File: config.mk
export PLATFORM = sky130hd
export DESIGN_NAME = bcs_dist
export DESIGN_NICKNAME = d
export VERILOG_FILES = /design/src/rtl/bcs_pkg.sv /design/src/rtl/bcs_dist.sv
export SDC_FILE = /design/constraint.sdc
export NUM_CORES = 1
export LEC_CHECK = 0
export ABC_AREA = 1
export ABC_CLOCK_PERIOD_IN_PS = 11200
export BUFFER_PORTS_ARGS = -buffer_cell sky130_fd_sc_hd__clkbuf_2
export CAP_MARGIN = 20
export CORE_ASPECT_RATIO = 2
export CORE_MARGIN = 2
export CORE_UTILIZATION = 65
export CTS_BUF_LIST = sky130_fd_sc_hd__clkbuf_2 sky130_fd_sc_hd__clkbuf_4 sky130_fd_sc_hd__clkbuf_8
export DETAILED_ROUTE_END_ITERATION = 10
export GPL_TIMING_DRIVEN = 0
export HOLD_SLACK_MARGIN = 0.15
export MAX_ROUTING_LAYER = met4
export PLACE_DENSITY = 0.95
export SETUP_SLACK_MARGIN = 0.02
export SLEW_MARGIN = 5
export SYNTH_ARGS = -nofsm -noshare
export SYNTH_HDL_FRONTEND = slang
export SYNTH_SLANG_ARGS = --single-unit
File: constraint.sdc
create_clock -name clk -period 11.2 [get_ports clk]
set_input_delay 2.8 -clock clk [delete_from_list [all_inputs] [get_ports clk]]
set_output_delay 2.8 -clock clk [all_outputs]
set_load 0.05 [all_outputs]
File: src/rtl/bcs_pkg.sv
// Package for the best-candidate point sampler.
// Holds the register map, reset values, widths, the sequencer states and the scan control struct.
// Depends on nothing; every other file of the block imports it.
package bcs_pkg;

	localparam int MAX_POINTS_DEF     = 1024;
	localparam int COORD_BITS_DEF     = 12;
	localparam int MAX_CANDIDATES_DEF = 64;

	localparam int APB_ADDR_W = 4;
	localparam int APB_DATA_W = 32;

	localparam int WANTED_BITS = 11;
	localparam int CANDS_BITS  = 7;
	localparam int HALF_BITS   = 11;

	localparam logic [1:0] REG_POINTS_WANTED = 2'd0;
	localparam logic [1:0] REG_CANDS_ROUND   = 2'd1;
	localparam logic [1:0] REG_HALF_WIDTH    = 2'd2;
	localparam logic [1:0] REG_HALF_HEIGHT   = 2'd3;

	localparam logic [WANTED_BITS-1:0] WANTED_RST = 11'd64;
	localparam logic [CANDS_BITS-1:0]  CANDS_RST  = 7'd10;
	localparam logic [HALF_BITS-1:0]   HALF_W_RST = 11'd512;
	localparam logic [HALF_BITS-1:0]   HALF_H_RST = 11'd384;

	localparam logic KIND_START = 1'b0;
	localparam logic KIND_CAND  = 1'b1;

	typedef enum logic [1:0] {
		ST_IDLE,
		ST_SCAN,
		ST_DRAIN,
		ST_EMIT
	} state_t;

	typedef struct packed {
		logic clear;
		logic issue;
		logic last;
	} scan_ctl_t;

endpackage

File: src/rtl/bcs_dist.sv
// Nearest-point distance pipeline of the best-candidate sampler.
// Takes one stored point per cycle from the point store and keeps the smallest squared distance.
// Depends on bcs_pkg.
module bcs_dist
	import bcs_pkg::*;
#(
	parameter int COORD_BITS = COORD_BITS_DEF,
	localparam int SQ_W      = 2*COORD_BITS + 1
) (
	input  logic                         clk,
	input  logic                         arst_n,
	input  scan_ctl_t                    ctl,
	input  logic signed [COORD_BITS-1:0] cand_x,
	input  logic signed [COORD_BITS-1:0] cand_y,
	input  logic signed [COORD_BITS-1:0] rd_x,
	input  logic signed [COORD_BITS-1:0] rd_y,
	output logic [SQ_W-1:0]              min_sq,
	output logic                         min_done
);

	localparam int DX_W = COORD_BITS + 1;

	logic                     v_s1, last_s1;
	logic                     v_s2, last_s2;
	logic                     v_s3, last_s3;
	logic signed [DX_W-1:0]   dx_s2, dy_s2;
	logic [2*COORD_BITS-1:0]  sqx_s3, sqy_s3;
	logic signed [2*DX_W-1:0] prod_x, prod_y;
	logic [SQ_W-1:0]          sum;
	logic [SQ_W-1:0]          min_q;
	logic                     done_q;

	always_ff @(posedge clk or negedge arst_n) begin
		if (!arst_n) begin
			v_s1    <= 1'b0;
			last_s1 <= 1'b0;
			v_s2    <= 1'b0;
			last_s2 <= 1'b0;
			v_s3    <= 1'b0;
			last_s3 <= 1'b0;
			done_q  <= 1'b0;
		end else begin
			v_s1    <= ctl.issue;
			last_s1 <= ctl.issue & ctl.last;
			v_s2    <= v_s1;
			last_s2 <= last_s1;
			v_s3    <= v_s2;
			last_s3 <= last_s2;
			done_q  <= v_s3 & last_s3;
		end
	end

	always_ff @(posedge clk) begin
		dx_s2 <= DX_W'(cand_x) - DX_W'(rd_x);
		dy_s2 <= DX_W'(cand_y) - DX_W'(rd_y);
	end

	assign prod_x = dx_s2 * dx_s2;
	assign prod_y = dy_s2 * dy_s2;

	always_ff @(posedge clk) begin
		sqx_s3 <= prod_x[2*COORD_BITS-1:0];
		sqy_s3 <= prod_y[2*COORD_BITS-1:0];
	end

	assign sum = SQ_W'(sqx_s3) + SQ_W'(sqy_s3);

	always_ff @(posedge clk) begin
		if (ctl.clear) begin
			min_q <= '1;
		end else if (v_s3 && (sum < min_q)) begin
			min_q <= sum;
		end
	end

	assign min_sq   = min_q;
	assign min_done = done_q;

endmodule

======== Word-level counts from Yosys, hierarchy flattened ========
Cells that the tools add are included.
cells by class
  add/subtract/negate cells ............... 3
  multipliers ............................. 2
  order comparisons ....................... 1
  bitwise operators ....................... 2
  reduce and logical (&&, ||, !) cells .... 1
operators with widths
  cell                          number
  multiplier 13 x 13 -> 24 bit  2
  subtractor 12 x 12 -> 13 bit  2
  adder 24 x 24 -> 25 bit       1
  < comparator 25 bit           1
  bitwise AND 1 bit             2
  logical AND 1 bit             1
word-level totals
  register bits ........................... 106
  output and inout port bits .............. 26

======== Depth between registers and ports, before layout ========
Gate-level depths: netlist (run 1).
  depth in word-level cells ............... 3
  depth in mapped cells ................... 25

======== Worst setup path after synthesis (run 1) ========
OpenSTA, ideal clock, no wires.
  kind .................................... register to register
  start point ............................. register dy_s2[12]
  end point ............................... register sqy_s3[23]
  arrival ................................. 5.211 ns
  data required time ...................... 11.088 ns
  setup slack ............................. 5.876 ns
  cell stages (with the launch flop) ...... 23
  clock period less this slack ............ 5.324 ns
  cells stage by stage .................... dfxtp_1 > buf_2 > clkbuf_1 > nand2_1 > fa_1 > inv_1 > fa_1 > inv_1 > fa_1 > fa_1 > inv_1 > fa_1 > ha_1 > ha_1 > nand2_1 > inv_1 > nand2_1 > nor3_1 > nand4_1 > nand3_1 > inv_1 > nand2_1 > nand2_1
between the ends
  word-level cells in the longest chain between the ends .. 1
ends and longest elaborated chain
  what                          RTL line        source
  start: declaration            bcs_dist.sv:26  logic signed [DX_W-1:0] dx_s2, dy_s2;
  start signal: assignment      bcs_dist.sv:55  dy_s2 <= DX_W'(cand_y) - DX_W'(rd_y);
  multiplier 13 x 13 -> 24 bit  bcs_dist.sv:59  assign prod_y = dy_s2 * dy_s2;
  net prod_y[23]                bcs_dist.sv:28  logic signed [2*DX_W-1:0] prod_x, prod_y;
  end signal: assignment        bcs_dist.sv:63  sqy_s3 <= prod_y[2*COORD_BITS-1:0];
  end: declaration              bcs_dist.sv:27  logic [2*COORD_BITS-1:0] sqx_s3, sqy_s3;
The timed path passes the listed nets, and every way through them passes these cells.
A chain may end at the register's enable or synchronous reset.

======== Worst setup path after layout (run 1) ========
Same ends and word-level chain as after synthesis.

==> flow_metrics.tcl, run 1 <==
set metrics [dict create \
    drive_above_1_share_pct 6.365 \
    syn_inst 2184 \
    tritoncts "done" \
    dp_worst_setup_slack_ns 4.900 \
    cts_buffer_depth 2 \
    cp_top_family "adder cells" \
    dr_total_vias 14040 \
    clock-skew-final_ns 0.02031 \
    wl_per_cell_um 14.58 \
    setup_viol 0 \
    die-area_um2 27740 \
    postLayoutSetupSlackWorst_ns 4.780 \
    final_common_cell "inv_1" \
    synthTopCellsByArea "fa_1, ha_1, inv_1, nand2_1, dfxtp_1" \
    path_class "flip-flop to flip-flop" \
    dieHeight_um 233.5 \
    synth_area_leader_cell "fa_1" \
    synth.avg_cell_area_um2 7.840 \
    hpwlAfterDp_um 32530 \
    ys_seq_elements 104 \
    place.port_buffers 78 \
    max_freq_mhz 155.8 \
    htree_levels 3 \
    r2r.worst_path.cells 22 \
    m1WireLength_um 14390 \
    dpl_cell_area_um2 17940 \
    cp_cell_sequence "buf_2 > clkbuf_1 > nand2_1 > fa_1 > inv_1 > fa_1 > inv_1 > fa_1 > fa_1 > inv_1 > fa_1 > ha_1 > ha_1 > nand2_1 > inv_1 > nand2_1 > nor3_1 > nand4_1 > nand3_1 > inv_1 > nand2_1 > nand2_1" \
    avgViaCountPerCell 5.356 \
    top_layer "met4" \
    ctsHoldBuffers 0 \
    mostFrequentLayoutCells "inv_1, nand2_1, fa_1, ha_1, nor2_1" \
    antenna_cells 0 \
    wl_met2_um 19990 \
    fill_cells 2034 \
    wl_um 38220 \
    worstSetupPathDepth 22 \
    numCtsBuffers 9 \
    rows 84 \
    grt_max_degree 18 \
    cts_sinks 104 \
    wl_met3_um 2335 \
    synthDominantCellAreaShare_pct 30.98 \
    drtAntennaViolNets 0 \
    fin_crit_ns 6.420 \
    core_area_um2 26070 \
    worst_pin_slew_ns 0.6844 \
    cts.clk_slew.worst_paths_ns 0.10 \
    hold_viol 0 \
    ys_seq_area_share_pct 12.36 \
    cp_slowest_cell "fa_1" \
    slowest_delay_ns 0.80 \
    arrival_ns 6.73 \
    gp_congestion 0.9615 \
    cp_num_buf_inv 7 \
    end_kind "flip-flop" \
    synth_warnings 0 \
    fin_crit_sh_pct 57.32 \
    drv_slew 0 \
    grt_pass1_vias 14620 \
    r2r_setup_slack_ns 4.78 \
    critPathRequiredTime_ns 11.51 \
    clk_latency_ns 0.43 \
    rsz0062_at_grt "no" \
    drc_errors 0 \
    pin_count 79 \
    instances_no_fill 2622 \
    worstHoldPathCells 0 \
    status "complete, no violations" \
    antenna_found_initial 0 \
    dp_cells 2606 \
    drv_cap 0 \
    postCtsSetupBuffers 0 \
    final_cell_area_um2 18150 \
    synth_nets 2709 \
    clockRootBuffer "clkbuf_8" \
    drt_iter0_markers 1093 \
    grt_pass1_wl_um 65340 \
    firstDrtPassIters 6 \
    ys_types 39 \
    start_kind "flip-flop" \
    start_util_pct 65.69 \
    maxSlewHeadroom_pct 54.37 \
    hp-class "flip-flop to flip-flop" \
    syn2layout_area_growth_pct 5.985 \
    netlist_area_um2 17120 \
    overflow 0 \
    tns_ns 0 \
    fin_nets 2798 \
    cts_resized 0 \
    die_x_um 118.8 \
    crit_path_max_fanout 10 \
    track_usage_pct 30.24 \
]
[cell usage after synthesis (all sizes together)]
library cell / n
clkinv: 1
nor3: 11
nand4: 21
a21oi: 77
a21boi: 2
mux2: 1
nand3: 85
nor2: 108
xor2: 60
a31oi: 5
buf: 7
fa: 265
dfrtp: 7
o21bai: 11
o21ai: 33
a31o: 3
dfxtp: 97
xnor2: 30
nor4: 1
or2: 4
ha: 207
inv: 569
nand3b: 1
clkbuf: 28
nand2: 540
a21o: 10
[flip-flops by register name, indices dropped and copies added, names as in the netlist]
register  flops
dx_s2        13
last_s1       1
v_s2          1
dy_s2        13
min_done      1
v_s1          1
v_s3          1
last_s3       1
sqy_s3       23
min_sq       25
last_s2       1
sqx_s3       23
[stage by stage]
stage	util, %	hold slack (ns)
after CTS	69.62	0.3690
after global placement	68.84	0.3337
after floorplan	-	0.3312
after global routing	69.62	0.3802
after detailed placement	68.84	0.3380
final	69.62	0.3693
[cell families after synthesis]
logic type	synth area share, %
adders and majority gates	46.11
DFF	12.36
xor gates and xnor gates	4.691
buffers and inverters	13.45
muxes	0.06576
AOI/OAI and AO/OA	4.647
and+or+nand+nor	18.67
[worst reg2reg max path: stages (launching register included)]
cell      delay [ns]
dfxtp_1         0.51
buf_2           0.29
clkbuf_1        0.38
nand2_1         0.19
fa_1            0.59
inv_1           0.07
fa_1            0.80
inv_1           0.17
fa_1            0.50
fa_1            0.55
inv_1           0.05
fa_1            0.43
ha_1            0.28
ha_1            0.36
nand2_1         0.10
inv_1           0.12
nand2_1         0.09
nor3_1          0.28
nand4_1         0.19
nand3_1         0.18
inv_1           0.06
nand2_1         0.07
nand2_1         0.06
[layer usage]
| layer | vias up | track usage, % |
|---|---|---|
| li1 | 6676 | - |
| met1 | 6729 | 35.20 |
| met2 | 516 | 52.73 |
| met3 | 122 | 3.247 |
| met4 | 0 | 13.32 |
| met5 | - | - |
[path summary, 6_finish.rpt]
kind,from,endpoint
min reg2reg,last_s2$_DFF_PN0_,last_s3$_DFF_PN0_
min,last_s2$_DFF_PN0_,last_s3$_DFF_PN0_
max in group asynchronous,arst_n,last_s2$_DFF_PN0_
max reg2reg,dy_s2[12]$_DFF_P_,sqy_s3[23]$_DFF_P_
max,dy_s2[12]$_DFF_P_,sqy_s3[23]$_DFF_P_
min in group asynchronous,arst_n,v_s1$_DFF_PN0_
[final cells by class]
class                      instances  area [µm²]  area share (%)
tap                              344       430.4           2.372
timing repair buffer              78       390.4           2.151
clock buffer                      11       138.9          0.7653
sequential                       104        2117           11.67
multi-input combinational       1475       12700           69.99
buffer                            35       163.9          0.9032
clock inverter                     5       65.06          0.3585
inverter                         570        2140           11.79
Power of run 1 is left out: the tool's default activity adds up to more than one toggle a clock period on the data nets, which glitch-free logic cannot reach.
==> inputs of run 2 (changes only) <==
--- a/config.mk
+++ b/config.mk
@@ -6,7 +6,7 @@
 export NUM_CORES = 1
 export LEC_CHECK = 0
 export ABC_AREA = 1
-export ABC_CLOCK_PERIOD_IN_PS = 11200
+export ABC_CLOCK_PERIOD_IN_PS = 6700
 export BUFFER_PORTS_ARGS = -buffer_cell sky130_fd_sc_hd__clkbuf_2
 export CAP_MARGIN = 20
 export CORE_ASPECT_RATIO = 2
==> constraint.sdc (replaced) <==
create_clock -name clk -period 6.7 [get_ports clk]
set_input_delay 1.675 -clock clk [delete_from_list [all_inputs] [get_ports clk]]
set_output_delay 1.675 -clock clk [all_outputs]
set_load 0.05 [all_outputs]
==> run 2 against run 1 <==
Compared with the run above:
- core utilization about the same
- design area hardly changed
- maximum frequency is 2.4% higher
==> flow_metrics.tcl, run 2 (same netlist as run 1, synthesis figures left out) <==
set metrics [dict create \
    die_x_um 118.8 \
    hp-class "flip-flop to flip-flop" \
    worst_pin_slew_ns 0.6956 \
    cts_sinks 104 \
    cts_buffer_depth 2 \
    maxSlewHeadroom_pct 53.63 \
    drt_iter0_markers 1067 \
    tritoncts "done" \
    mostFrequentLayoutCells "inv_1, nand2_1, fa_1, ha_1, nor2_1" \
    rsz0062_at_grt "no" \
    dp_cells 2606 \
    track_usage_pct 30.24 \
    critPathRequiredTime_ns 7.02 \
    instances_no_fill 2622 \
    avgViaCountPerCell 5.338 \
    largest_reg_flops 25 \
    arrival_ns 6.58 \
    end_kind "flip-flop" \
    dieHeight_um 233.5 \
    drv_slew 0 \
    fill_cells 2035 \
    rows 84 \
    grt_pass1_vias 14620 \
    overflow 0 \
    crit_path_max_fanout 10 \
    ctsHoldBuffers 0 \
    final_common_cell "inv_1" \
    grt_max_degree 18 \
    cts_resized 0 \
    grt_pass1_wl_um 65340 \
    start_util_pct 65.69 \
    path_class "flip-flop to flip-flop" \
    clock-skew-final_ns 0.02030 \
    drtAntennaViolNets 0 \
    start_kind "flip-flop" \
    clk_latency_ns 0.44 \
    dr_total_vias 14000 \
    wl_um 38170 \
    firstDrtPassIters 6 \
    max_freq_mhz 159.5 \
    cts.clk_slew.worst_paths_ns 0.10 \
    antenna_cells 0 \
    antenna_found_initial 0 \
    clockRootBuffer "clkbuf_8" \
    postCtsSetupBuffers 0 \
    r2r_setup_slack_ns 0.43 \
    setup_viol 0 \
    drc_errors 0 \
    status "complete, no violations" \
    drive_above_1_share_pct 6.409 \
    fin_crit_ns 6.268 \
    htree_levels 3 \
    drv_cap 0 \
    wl_per_cell_um 14.56 \
    numCtsBuffers 9 \
    syn2layout_area_growth_pct 5.999 \
    pin_count 79 \
    fin_nets 2798 \
    hpwlAfterDp_um 32530 \
    fin_crit_sh_pct 93.55 \
    gp_congestion 0.9615 \
    core_area_um2 26070 \
    tns_ns 0 \
    die-area_um2 27740 \
    hold_viol 0 \
    place.port_buffers 78 \
]
## run 2: cell type report
cell class,instances,area [µm²],share of cell area (%)
multi-input combinational,1475,12700,70.00
inverter,570,2140,11.79
sequential,104,2117,11.66
tap,344,430.4,2.371
timing repair buffer,78,390.4,2.151
buffer,35,163.9,0.9031
clock buffer,11,138.9,0.7652
clock inverter,5,65.06,0.3585
## run 2: worst max-delay path, cell delays in order (launching register included)
cell and delay [ns]:
dfxtp_1 0.51, buf_2 0.28, clkbuf_1 0.39, nand2_1 0.19, fa_1 0.59, inv_1 0.07
fa_2 0.69, inv_1 0.13, fa_1 0.49, fa_1 0.55, inv_1 0.05, fa_1 0.43
ha_1 0.28, ha_1 0.36, nand2_1 0.10, inv_1 0.12, nand2_1 0.09, nor3_1 0.28
nand4_1 0.18, nand3_1 0.17, inv_1 0.06, nand2_1 0.07, nand2_1 0.06
## run 2: final timing paths
path                                   start                 end  cells past startpoint
max                        dy_s2[12]$_DFF_P_  sqy_s3[23]$_DFF_P_                     22
min                        last_s2$_DFF_PN0_   last_s3$_DFF_PN0_                      0
max reg2reg                dy_s2[12]$_DFF_P_  sqy_s3[23]$_DFF_P_                     22
min reg2reg                last_s2$_DFF_PN0_   last_s3$_DFF_PN0_                      0
max in group asynchronous             arst_n   last_s2$_DFF_PN0_                      1
min in group asynchronous             arst_n      v_s3$_DFF_PN0_                      1
## run 2: routing by layer
metal | global-route usage [%] | up-vias | share of wire [%]
met5 | - | - | 0
met4 | 13.32 | 0 | 3.9
met3 | 3.247 | 114 | 5.9
met2 | 52.73 | 501 | 52
met1 | 35.20 | 6713 | 38
li1 | - | 6668 | -
## run 2: metrics by stage
stage	worst slack [ns]	instance area [µm²]	hold WS (ns)	util [%]
finish	0.4322	18150	0.3698	69.63
global placement	0.5873	17940	0.3337	68.84
floorplan	1.376	17120	0.3312	-
global route	0.1373	18150	0.3802	69.63
CTS	0.3574	18150	0.3690	69.62
detailed placement	0.4003	17940	0.3380	68.84
Power of run 2 is left out for the same reason.
