### src/rtl/bcs_pkg.sv
// Package for the best-candidate point sampler.
// Holds the register map, reset values, widths, the sequencer states and the scan control struct.
// Depends on nothing; every other file of the block imports it.
package bcs_pkg;

	localparam int MAX_POINTS_DEF     = 1024;
	localparam int COORD_BITS_DEF     = 12;
	localparam int MAX_CANDIDATES_DEF = 64;

	localparam int APB_ADDR_W = 4;
	localparam int APB_DATA_W = 32;

	localparam int WANTED_BITS = 11;
	localparam int CANDS_BITS  = 7;
	localparam int HALF_BITS   = 11;

	localparam logic [1:0] REG_POINTS_WANTED = 2'd0;
	localparam logic [1:0] REG_CANDS_ROUND   = 2'd1;
	localparam logic [1:0] REG_HALF_WIDTH    = 2'd2;
	localparam logic [1:0] REG_HALF_HEIGHT   = 2'd3;

	localparam logic [WANTED_BITS-1:0] WANTED_RST = 11'd64;
	localparam logic [CANDS_BITS-1:0]  CANDS_RST  = 7'd10;
	localparam logic [HALF_BITS-1:0]   HALF_W_RST = 11'd512;
	localparam logic [HALF_BITS-1:0]   HALF_H_RST = 11'd384;

	localparam logic KIND_START = 1'b0;
	localparam logic KIND_CAND  = 1'b1;

	typedef enum logic [1:0] {
		ST_IDLE,
		ST_SCAN,
		ST_DRAIN,
		ST_EMIT
	} state_t;

	typedef struct packed {
		logic clear;
		logic issue;
		logic last;
	} scan_ctl_t;

endpackage

### src/rtl/bcs_ctrl.sv
// Sequencer of the best-candidate sampler: clamping, store scan, round bookkeeping and results.
// Drives the point store and the distance pipeline and holds the result registers.
// Depends on bcs_pkg.
module bcs_ctrl
	import bcs_pkg::*;
#(
	parameter int MAX_POINTS     = MAX_POINTS_DEF,
	parameter int COORD_BITS     = COORD_BITS_DEF,
	parameter int MAX_CANDIDATES = MAX_CANDIDATES_DEF,
	localparam int ADDR_W        = $clog2(MAX_POINTS),
	localparam int CNT_W         = $clog2(MAX_POINTS + 1),
	localparam int RND_W         = $clog2(MAX_CANDIDATES + 1),
	localparam int SQ_W          = 2*COORD_BITS + 1
) (
	input  logic                         clk,
	input  logic                         arst_n,
	input  logic                         start,
	input  logic                         kind,
	input  logic signed [COORD_BITS-1:0] cand_x,
	input  logic signed [COORD_BITS-1:0] cand_y,
	output logic                         busy,
	input  logic [CNT_W-1:0]             wanted_eff,
	input  logic [RND_W-1:0]             cands_eff,
	input  logic [HALF_BITS-1:0]         half_width,
	input  logic [HALF_BITS-1:0]         half_height,
	output scan_ctl_t                    scan_ctl,
	output logic [ADDR_W-1:0]            rd_addr,
	output logic                         wr_en,
	output logic [ADDR_W-1:0]            wr_addr,
	output logic signed [COORD_BITS-1:0] wr_x,
	output logic signed [COORD_BITS-1:0] wr_y,
	output logic signed [COORD_BITS-1:0] sel_x,
	output logic signed [COORD_BITS-1:0] sel_y,
	input  logic [SQ_W-1:0]              min_sq,
	input  logic                         min_done,
	output logic                         done,
	output logic signed [COORD_BITS-1:0] point_x,
	output logic signed [COORD_BITS-1:0] point_y,
	output logic [ADDR_W-1:0]            point_index,
	output logic                         last_point
);

	localparam int EXT_W = ((COORD_BITS > HALF_BITS) ? COORD_BITS : HALF_BITS) + 2;
	localparam logic signed [EXT_W-1:0] TOP_E = EXT_W'((64'd1 << (COORD_BITS - 1)) - 64'd1);

	function automatic logic signed [COORD_BITS-1:0] clamp_c(
		input logic signed [COORD_BITS-1:0] v,
		input logic [HALF_BITS-1:0]         half
	);
		logic signed [EXT_W-1:0] ve;
		logic signed [EXT_W-1:0] he;
		logic signed [EXT_W-1:0] lim;
		logic signed [EXT_W-1:0] res;
		ve  = EXT_W'(v);
		he  = signed'(EXT_W'(half));
		lim = (he > TOP_E) ? TOP_E : he;
		if (ve > lim) begin
			res = lim;
		end else if (ve < -lim) begin
			res = -lim;
		end else begin
			res = ve;
		end
		return res[COORD_BITS-1:0];
	endfunction

	state_t                       state_q, state_d;
	logic [CNT_W-1:0]             count_q;
	logic [RND_W-1:0]             round_q;
	logic                         best_none_q;
	logic [SQ_W-1:0]              best_sq_q;
	logic signed [COORD_BITS-1:0] best_x_q, best_y_q;
	logic                         run_q;
	logic signed [COORD_BITS-1:0] cand_x_q, cand_y_q;
	logic signed [COORD_BITS-1:0] emit_x_q, emit_y_q;
	logic [ADDR_W-1:0]            addr_q;
	logic                         done_q;
	logic signed [COORD_BITS-1:0] px_q, py_q;
	logic [ADDR_W-1:0]            pidx_q;
	logic                         last_q;

	logic                         item_acc;
	logic                         cand_go;
	logic signed [COORD_BITS-1:0] clamp_x, clamp_y;
	logic                         scan_last;
	logic                         take;
	logic [RND_W-1:0]             round_nx;
	logic                         round_end;
	logic [CNT_W-1:0]             count_nx;
	logic                         is_last;

	assign item_acc  = start & ~busy;
	assign cand_go   = item_acc & (kind == KIND_CAND) & run_q;
	assign clamp_x   = clamp_c(cand_x, half_width);
	assign clamp_y   = clamp_c(cand_y, half_height);
	assign scan_last = (CNT_W'(addr_q) + CNT_W'(1)) == count_q;
	assign take      = best_none_q | (min_sq > best_sq_q);
	assign round_nx  = round_q + RND_W'(1);
	assign round_end = round_nx >= cands_eff;
	assign count_nx  = count_q + CNT_W'(1);
	assign is_last   = count_nx >= wanted_eff;

	always_ff @(posedge clk or negedge arst_n) begin
		if (!arst_n) begin
			state_q <= ST_IDLE;
		end else begin
			state_q <= state_d;
		end
	end

	always_comb begin
		state_d        = state_q;
		busy           = 1'b1;
		scan_ctl.clear = 1'b0;
		scan_ctl.issue = 1'b0;
		scan_ctl.last  = 1'b0;
		wr_en          = 1'b0;
		unique case (state_q)
			ST_IDLE: begin
				busy = 1'b0;
				if (cand_go) begin
					if (count_q == '0) begin
						state_d = ST_EMIT;
					end else begin
						state_d        = ST_SCAN;
						scan_ctl.clear = 1'b1;
					end
				end
			end
			ST_SCAN: begin
				scan_ctl.issue = 1'b1;
				scan_ctl.last  = scan_last;
				if (scan_last) begin
					state_d = ST_DRAIN;
				end
			end
			ST_DRAIN: begin
				if (min_done) begin
					state_d = round_end ? ST_EMIT : ST_IDLE;
				end
			end
			ST_EMIT: begin
				wr_en   = 1'b1;
				state_d = ST_IDLE;
			end
			default: begin
				state_d = ST_IDLE;
			end
		endcase
	end

	always_ff @(posedge clk or negedge arst_n) begin
		if (!arst_n) begin
			count_q     <= '0;
			round_q     <= '0;
			best_none_q <= 1'b1;
			best_sq_q   <= '0;
			best_x_q    <= '0;
			best_y_q    <= '0;
			run_q       <= 1'b0;
			addr_q      <= '0;
			done_q      <= 1'b0;
		end else begin
			done_q <= 1'b0;
			case (state_q)
				ST_IDLE: begin
					if (item_acc && (kind == KIND_START)) begin
						count_q     <= '0;
						round_q     <= '0;
						best_none_q <= 1'b1;
						best_sq_q   <= '0;
						best_x_q    <= '0;
						best_y_q    <= '0;
						run_q       <= 1'b1;
					end
					addr_q <= '0;
				end
				ST_SCAN: begin
					addr_q <= addr_q + ADDR_W'(1);
				end
				ST_DRAIN: begin
					if (min_done) begin
						if (round_end) begin
							round_q     <= '0;
							best_none_q <= 1'b1;
							best_sq_q   <= '0;
							best_x_q    <= '0;
							best_y_q    <= '0;
						end else begin
							round_q <= round_nx;
							if (take) begin
								best_none_q <= 1'b0;
								best_sq_q   <= min_sq;
								best_x_q    <= cand_x_q;
								best_y_q    <= cand_y_q;
							end
						end
					end
				end
				ST_EMIT: begin
					count_q <= count_nx;
					done_q  <= 1'b1;
					if (is_last) begin
						run_q <= 1'b0;
					end
				end
				default: begin
				end
			endcase
		end
	end

	always_ff @(posedge clk) begin
		if (cand_go) begin
			cand_x_q <= clamp_x;
			cand_y_q <= clamp_y;
			emit_x_q <= clamp_x;
			emit_y_q <= clamp_y;
		end else if ((state_q == ST_DRAIN) && min_done) begin
			emit_x_q <= take ? cand_x_q : best_x_q;
			emit_y_q <= take ? cand_y_q : best_y_q;
		end
		if (state_q == ST_EMIT) begin
			px_q   <= emit_x_q;
			py_q   <= emit_y_q;
			pidx_q <= count_q[ADDR_W-1:0];
			last_q <= is_last;
		end
	end

	assign rd_addr     = addr_q;
	assign wr_addr     = count_q[ADDR_W-1:0];
	assign wr_x        = emit_x_q;
	assign wr_y        = emit_y_q;
	assign sel_x       = cand_x_q;
	assign sel_y       = cand_y_q;
	assign done        = done_q;
	assign point_x     = px_q;
	assign point_y     = py_q;
	assign point_index = pidx_q;
	assign last_point  = last_q;

endmodule

### config.mk
export PLATFORM = sky130hd
export DESIGN_NAME = bcs_ctrl
export DESIGN_NICKNAME = d
export VERILOG_FILES = /design/src/rtl/bcs_pkg.sv /design/src/rtl/bcs_ctrl.sv
export SDC_FILE = /design/constraint.sdc
export NUM_CORES = 1
export LEC_CHECK = 0
export ABC_AREA = 1
export BUFFER_PORTS_ARGS = -buffer_cell sky130_fd_sc_hd__clkbuf_2
export CAP_MARGIN = 20
export CORE_MARGIN = 4
export CORE_UTILIZATION = 61
export CTS_BUF_LIST = sky130_fd_sc_hd__clkbuf_8 sky130_fd_sc_hd__clkbuf_16
export CTS_CLUSTER_DIAMETER = 200
export DETAILED_ROUTE_END_ITERATION = 12
export HOLD_SLACK_MARGIN = 0.03
export PLACE_DENSITY = 0.95
export SLEW_MARGIN = 25
export SYNTH_ARGS = -nofsm -noshare
export SYNTH_HDL_FRONTEND = slang
export SYNTH_SLANG_ARGS = --single-unit
### constraint.sdc
create_clock -name clk -period 6.47 [get_ports clk]
set_clock_uncertainty 0.05 [all_clocks]
set_input_delay 1.294 -clock clk [delete_from_list [all_inputs] [get_ports clk]]
set_output_delay 1.294 -clock clk [all_outputs]
set_load 0.1 [all_outputs]
# Yosys cells after proc, flatten, opt, wreduce, memory -nomap -nowiden
# Cells that the tools add are included.
[totals]
reg_bits = 165
latchBits = 0
ram_bits = 0
mem_bits_ro = 0
input_bits = 94
out_inout_bits = 109
elab_cells = 107
n_memories = 0
[op_classes]
add_sub_neg = 6
n_mul = 0
div_mod_pow = 0
n_lt_le_gt_ge = 7
n_eq_ne = 10
shifts = 0
n_mux = 48
n_bitwise = 5
n_reduce_logical = 13
[ops]
columns = ["operator", "n"]
rows = [
  ["12-bit two-way mux", 15],
  ["25-bit two-way mux", 4],
  ["25-bit case mux with 2 select lines", 1],
  ["12-bit case mux with 2 select lines", 2],
  ["12-bit by 14-bit < comparator with 1-bit output", 2],
  ["11-bit negation with 14-bit output", 2],
  ["25-bit greater-than comparator", 1],
  ["12-bit greater-than comparator", 2],
  ["11-bit case mux with 2 select lines", 1],
  ["7-bit two-way mux", 3],
  ["10-bit case mux with 2 select lines", 1],
  ["7-bit case mux with 2 select lines", 1],
  ["2-bit two-way mux", 6],
  ["10-bit by 1-bit adder with 11-bit output (second input constant)", 1],
  ["11-bit by 1-bit adder with 11-bit output (second input constant)", 1],
  ["11-bit == test", 1],
  ["11-bit greater-or-equal comparator", 1],
  ["11-bit logical NOT", 1],
  ["11-bit two-way mux", 1],
  ["10-bit by 1-bit adder with 10-bit output (second input constant)", 1],
  ["1-bit two-way mux", 10],
  ["3-bit AND reduction", 3],
  ["2-bit inequality test (second input constant)", 4],
  ["2-bit case mux with 4 select lines", 1],
  ["15 further kinds", 23],
]

# Logic depth before layout (Yosys ltp)
[depth]
depth_word = 6
mapped_depth = 20
depth_no_buf = 20

# Worst setup path before layout
# OpenSTA, ideal clock, no wires.
[synth_path]
path_kind = "register to output"
start = "register addr_q[0] (netlist: rd_addr[0])"
end = "output scan_ctl[0] in the netlist's numbering"
t_arrival_ps = 4352
t_required_ps = 5126
slack_ps = 774
stages_incl_launch_ff = 11
path_buffers = 0
cell_sequence = "dfrtp_1 -> ha_1 -> nand2_1 -> nor2_1 -> nand2_1 -> nor2_1 -> xor2_1 -> xor2_1 -> a21oi_1 -> nand3_1 -> nor3_1"
[synth_rtl]
columns = ["element", "line", "source"]
rows = [
  ["start: declaration", "bcs_ctrl.sv:76", "logic [ADDR_W-1:0] addr_q;"],
  ["start signal: assignment", "bcs_ctrl.sv:179", "addr_q <= addr_q + ADDR_W'(1);"],
  ["end: declaration", "bcs_ctrl.sv:26", "output scan_ctl_t scan_ctl,"],
]

==> summary.md <==
| Metric | Value |
|---|---|
| Internal power summed over all cells | `0.002498 W` |
| Capture endpoint of the worst hold path | `point_y[10]` |
| Number of cells on the worst hold path | `0` |
| Status | `finished, final reports clean` |
| Largest net degree at the start of global routing | `73` |
| Worst hold-check slack | `0.3984 ns` |
| Total negative slack | `0 ns` |
| Sequential share of power | `30.7%` |
| Leakage dissipation | `6.000 nW` |
| Vert. Die Dim | `139.6 µm` |
| Area of the placeable core | `0.01676 mm²` |
| Post-CTS Resized | `0` |
| Number of H-tree levels | `4` |
| Aggregate global routing overflow | `0` |
| Total routing resource utilization after global routing | `27.00%` |
| Full die area | `0.01948 mm²` |
| Setup slack of the most critical reg-to-reg path | `2.99 ns` |
| Worst path arrival time | `3.18 ns` |
| Unique cell type count in the Yosys netlist | `45` |
| Diodes inserted | `0` |
| Slew @ Worst Pin | `1.014 ns` |
| Most frequent cell after synthesis | `sky130_fd_sc_hd__nand2_1` |
| Worst reg2reg path depth | `18` |
| Period utilization | `69.89%` |
| Number of optimization iterations in the first detailed-route pass | `8` |
| Number of placement rows | `47` |
| Simple-gate area share of the yosys netlist | `21.85%` |
| Switching component of the power | `0.002645 W` |
| Drt first-iter violations | `809` |
| Hold Path Origin | `wr_y[10]` |
| Number of endpoints failing setup at the final stage | `0` |
| Routed wirelength normalized by instance count | `16.38 µm` |
| Cell at the root of the clock tree | `sky130_fd_sc_hd__clkbuf_16` |
| Average instance area after synthesis | `8.714 µm²` |
| Number of max-cap violations | `0` |
| Max Slew Vio Count | `0` |
| Switching share of total power | `51.43%` |
| Synth top area share | `23.60%` |
| Share of the synthesized area in compound gates (AO/OA/AOI/OAI) | `10.56%` |
| Final count of hold timing violations | `0` |
| RD Place Congestion | `0.9424` |
| Clock tree from TritonCTS | `yes` |
| Clock Path Buffers | `2` |
| Comb pwr share | `51.0%` |
| Post CTS Setup Buffer Count | `0` |
| Dominant combinational cell family by area after synthesis | `simple AND/OR/NAND/NOR gates` |
| I/O pin count | `203` |
| Worst Path Required | `5.13 ns` |
| Flip-flop and latch count after synthesis | `165` |
| Startpoint of the worst-slack reg-to-reg timing path | `round_q[0]` |
| Die width | `139.6 µm` |
| Antenna violations before repair | `0` |
| Warnings, synthesis | `0` |
| Net Count, Synth | `1407` |
| Total number of vias | `9331` |
| Starting utilization of the core area | `63.02%` |
| DRC | `0` |
| Hold-fix buffers at CTS | `0` |
| Post-Synth Adder-Cell Area | `11.97%` |
| Critical register-to-register path endpoint | `best_sq_q[19]` |
| Clock share of power | `18.2%` |
| Leading cell types by count after synthesis | `sky130_fd_sc_hd__nand2_1 (193), sky130_fd_sc_hd__inv_1 (188), sky130_fd_sc_hd__ha_1 (101), sky130_fd_sc_hd__nand3_1 (100), sky130_fd_sc_hd__edfxtp_1 (83)` |
| Number of antenna-violating nets in the routed design | `0` |
| HPWL Detailed | `20040 µm` |
| Fraction of synthesized cell area in xor and xnor cells | `3.613%` |
| Unrepaired setup endpoints after global routing | `no` |
| Peak supply drop | `0.3825 mV` |
| Relative slew slack | `32.24%` |
| Time the final worst path needs with I/O delays and setup | `4.522 ns` |
| Total Wirelength | `26750 µm` |
| Fraction of final layout cells with drive strength greater than 1 | `23.07%` |
| Cell accounting for the most synthesized area | `sky130_fd_sc_hd__edfxtp_1` |
| Sinks on Clock Net | `165` |
| Signed area change from the synthesized netlist to the final layout | `16.27%` |
| Power Dens Cells | `418.8 mW/mm²` |
| Count of flip-flops with a built-in enable after synthesis | `83` |
| Share of synthesized area spent on multiplexers | `0%` |
| Highest attainable clock frequency | `221.2 MHz` |
| Per-cell via count in the routed design | `5.714` |
| Maximum fanout along the worst path | `7` |
| Post-Syn Instances | `1212` |
| Kind of start point of the critical path | `register` |
| Synth Flop Type | `sky130_fd_sc_hd__edfxtp_1` |
| Net count, final | `1595` |
| Type of destination of the critical path | `output port` |
| Wire length of the first global-routing pass | `43460 µm` |
| Number of global-route vias before repair | `9147` |
| Seq/Total Area, Yosys | `43.04%` |
| WS Path Type | `register to output port` |
| Number of buffers inserted during clock tree synthesis | `17` |
| Clock Latency Late Sink | `0.43 ns` |
| Clock-pin slew of the registers on the worst-case setup and hold paths | `0.06 ns` |
| Netlist area before placement | `0.01056 mm²` |
| Top post-synthesis cells by area | `sky130_fd_sc_hd__edfxtp_1 (24%), sky130_fd_sc_hd__dfrtp_1 (19%), sky130_fd_sc_hd__ha_1 (12%), sky130_fd_sc_hd__nand2_1 (6.9%), sky130_fd_sc_hd__inv_1 (6.7%)` |
| Fraction of registers with async set/reset | `49.70%` |
| Worst min-delay path class | `register to register` |
| Port Buf Inserts | `202` |
## final cells by class
| type | count | area, µm² |
|---|---|---|
| multi-input combinational | 810 | 5099 |
| sequential | 165 | 4546 |
| fill | 1178 | 4481 |
| timing repair buffer | 208 | 1071 |
| inverter | 198 | 743.2 |
| clock buffer | 17 | 425.4 |
| tap | 220 | 275.3 |
| clock inverter | 15 | 120.1 |
## worst max-delay path by stage
stage	startpoint	to	slack, ns	cells after the start
3_3_place_gp	min_sq[24]	best_sq_q[0]	2.42	14
6_report	rd_addr[0]	scan_ctl[0]	1.95	11
5_1_grt	rd_addr[0]	scan_ctl[0]	1.78	11
2_1_floorplan	rd_addr[0]	scan_ctl[0]	0.77	10
3_5_place_dp	kind	round_q[4]	2.30	7
4_1_cts	rd_addr[0]	scan_ctl[0]	2.05	11
## flip-flops by register name, summed over array words and instances (netlist names), 7 cells and up
signal,cells
best_sq_q,25
best_x_q,12
best_y_q,12
point_x,12
point_y,12
sel_x,12
sel_y,12
wr_x,12
wr_y,12
count_q,11
point_index,10
rd_addr,10
round_q,7
## critical path, cell delays in order (launching register included)
cell	delay, ns
sky130_fd_sc_hd__dfrtp_1	0.51
sky130_fd_sc_hd__ha_1	0.27
sky130_fd_sc_hd__nand2_1	0.08
sky130_fd_sc_hd__nor2_1	0.15
sky130_fd_sc_hd__nand2_1	0.09
sky130_fd_sc_hd__nor2_1	0.12
sky130_fd_sc_hd__xor2_1	0.29
sky130_fd_sc_hd__xor2_1	0.12
sky130_fd_sc_hd__a21oi_1	0.16
sky130_fd_sc_hd__nand3_1	0.15
sky130_fd_sc_hd__nor3_1	0.30
sky130_fd_sc_hd__clkbuf_2	0.51
## per-stage QoR
| stage | instances | setup WS, ns | cell area, µm² | util, % | total power (W) |
|---|---|---|---|---|---|
| 2_1_floorplan | 1212 | 0.7741 | 10560 | - | 0.003703 |
| 3_3_place_gp | 1600 | 2.418 | 11710 | 69.85 | 0.004102 |
| 4_1_cts | 1633 | 2.049 | 12270 | 73.22 | 0.005151 |
| 6_report | 1633 | 1.948 | 12280 | 73.27 | 0.005143 |
| 3_5_place_dp | 1601 | 2.300 | 11730 | 69.97 | 0.004196 |
| 5_1_grt | 1633 | 1.783 | 12280 | 73.27 | 0.005413 |
## layout by cell type, fill, tap and decap left out, types with 13 or more instances in the layout
cell,synthesis,final
sky130_fd_sc_hd__nand4_1,24,24
sky130_fd_sc_hd__nand2_1,193,192
sky130_fd_sc_hd__xor2_1,40,40
sky130_fd_sc_hd__nand3_1,100,99
sky130_fd_sc_hd__nor3_1,13,13
sky130_fd_sc_hd__a21oi_1,45,45
sky130_fd_sc_hd__o21ai_0,76,74
sky130_fd_sc_hd__clkbuf_16,0,17
sky130_fd_sc_hd__edfxtp_1,83,83
sky130_fd_sc_hd__or2_2,14,14
sky130_fd_sc_hd__o22ai_1,43,43
sky130_fd_sc_hd__inv_1,188,190
sky130_fd_sc_hd__clkbuf_2,0,201
sky130_fd_sc_hd__dfrtp_1,81,81
sky130_fd_sc_hd__ha_1,101,100
sky130_fd_sc_hd__nor2_1,58,57
sky130_fd_sc_hd__nand2_2,20,21
sky130_fd_sc_hd__a31oi_1,13,13
## cells by family (layout without fill, tap and decap cells)
logic type	after synthesis	after routing
AOI/OAI and AO/OA	198	198
xor gates and xnor gates	42	42
adders and majority gates	101	101
buffers and inverters	237	438
DFF	165	165
and+or+nand+nor	469	469
## power by group through the flow
stage	Clock [W]	Combinational (W)	Sequential (W)
3_3_place_gp	0	0.00252	0.00158
4_1_cts	0.000952	0.00262	0.00158
3_5_place_dp	0	0.00260	0.00160
5_1_grt	0.00100	0.00280	0.00161
2_1_floorplan	0	0.00122	0.00248
6_report	0.000938	0.00262	0.00158
## metal layers
layer,track usage [%],vias up,share of wire [%]
li1,-,4459,-
met1,33.15,4382,39
met2,46.90,427,50
met3,5.901,63,8.4
met4,10.05,0,2.5
met5,0,-,0
Power figures use the tool's default switching activity.
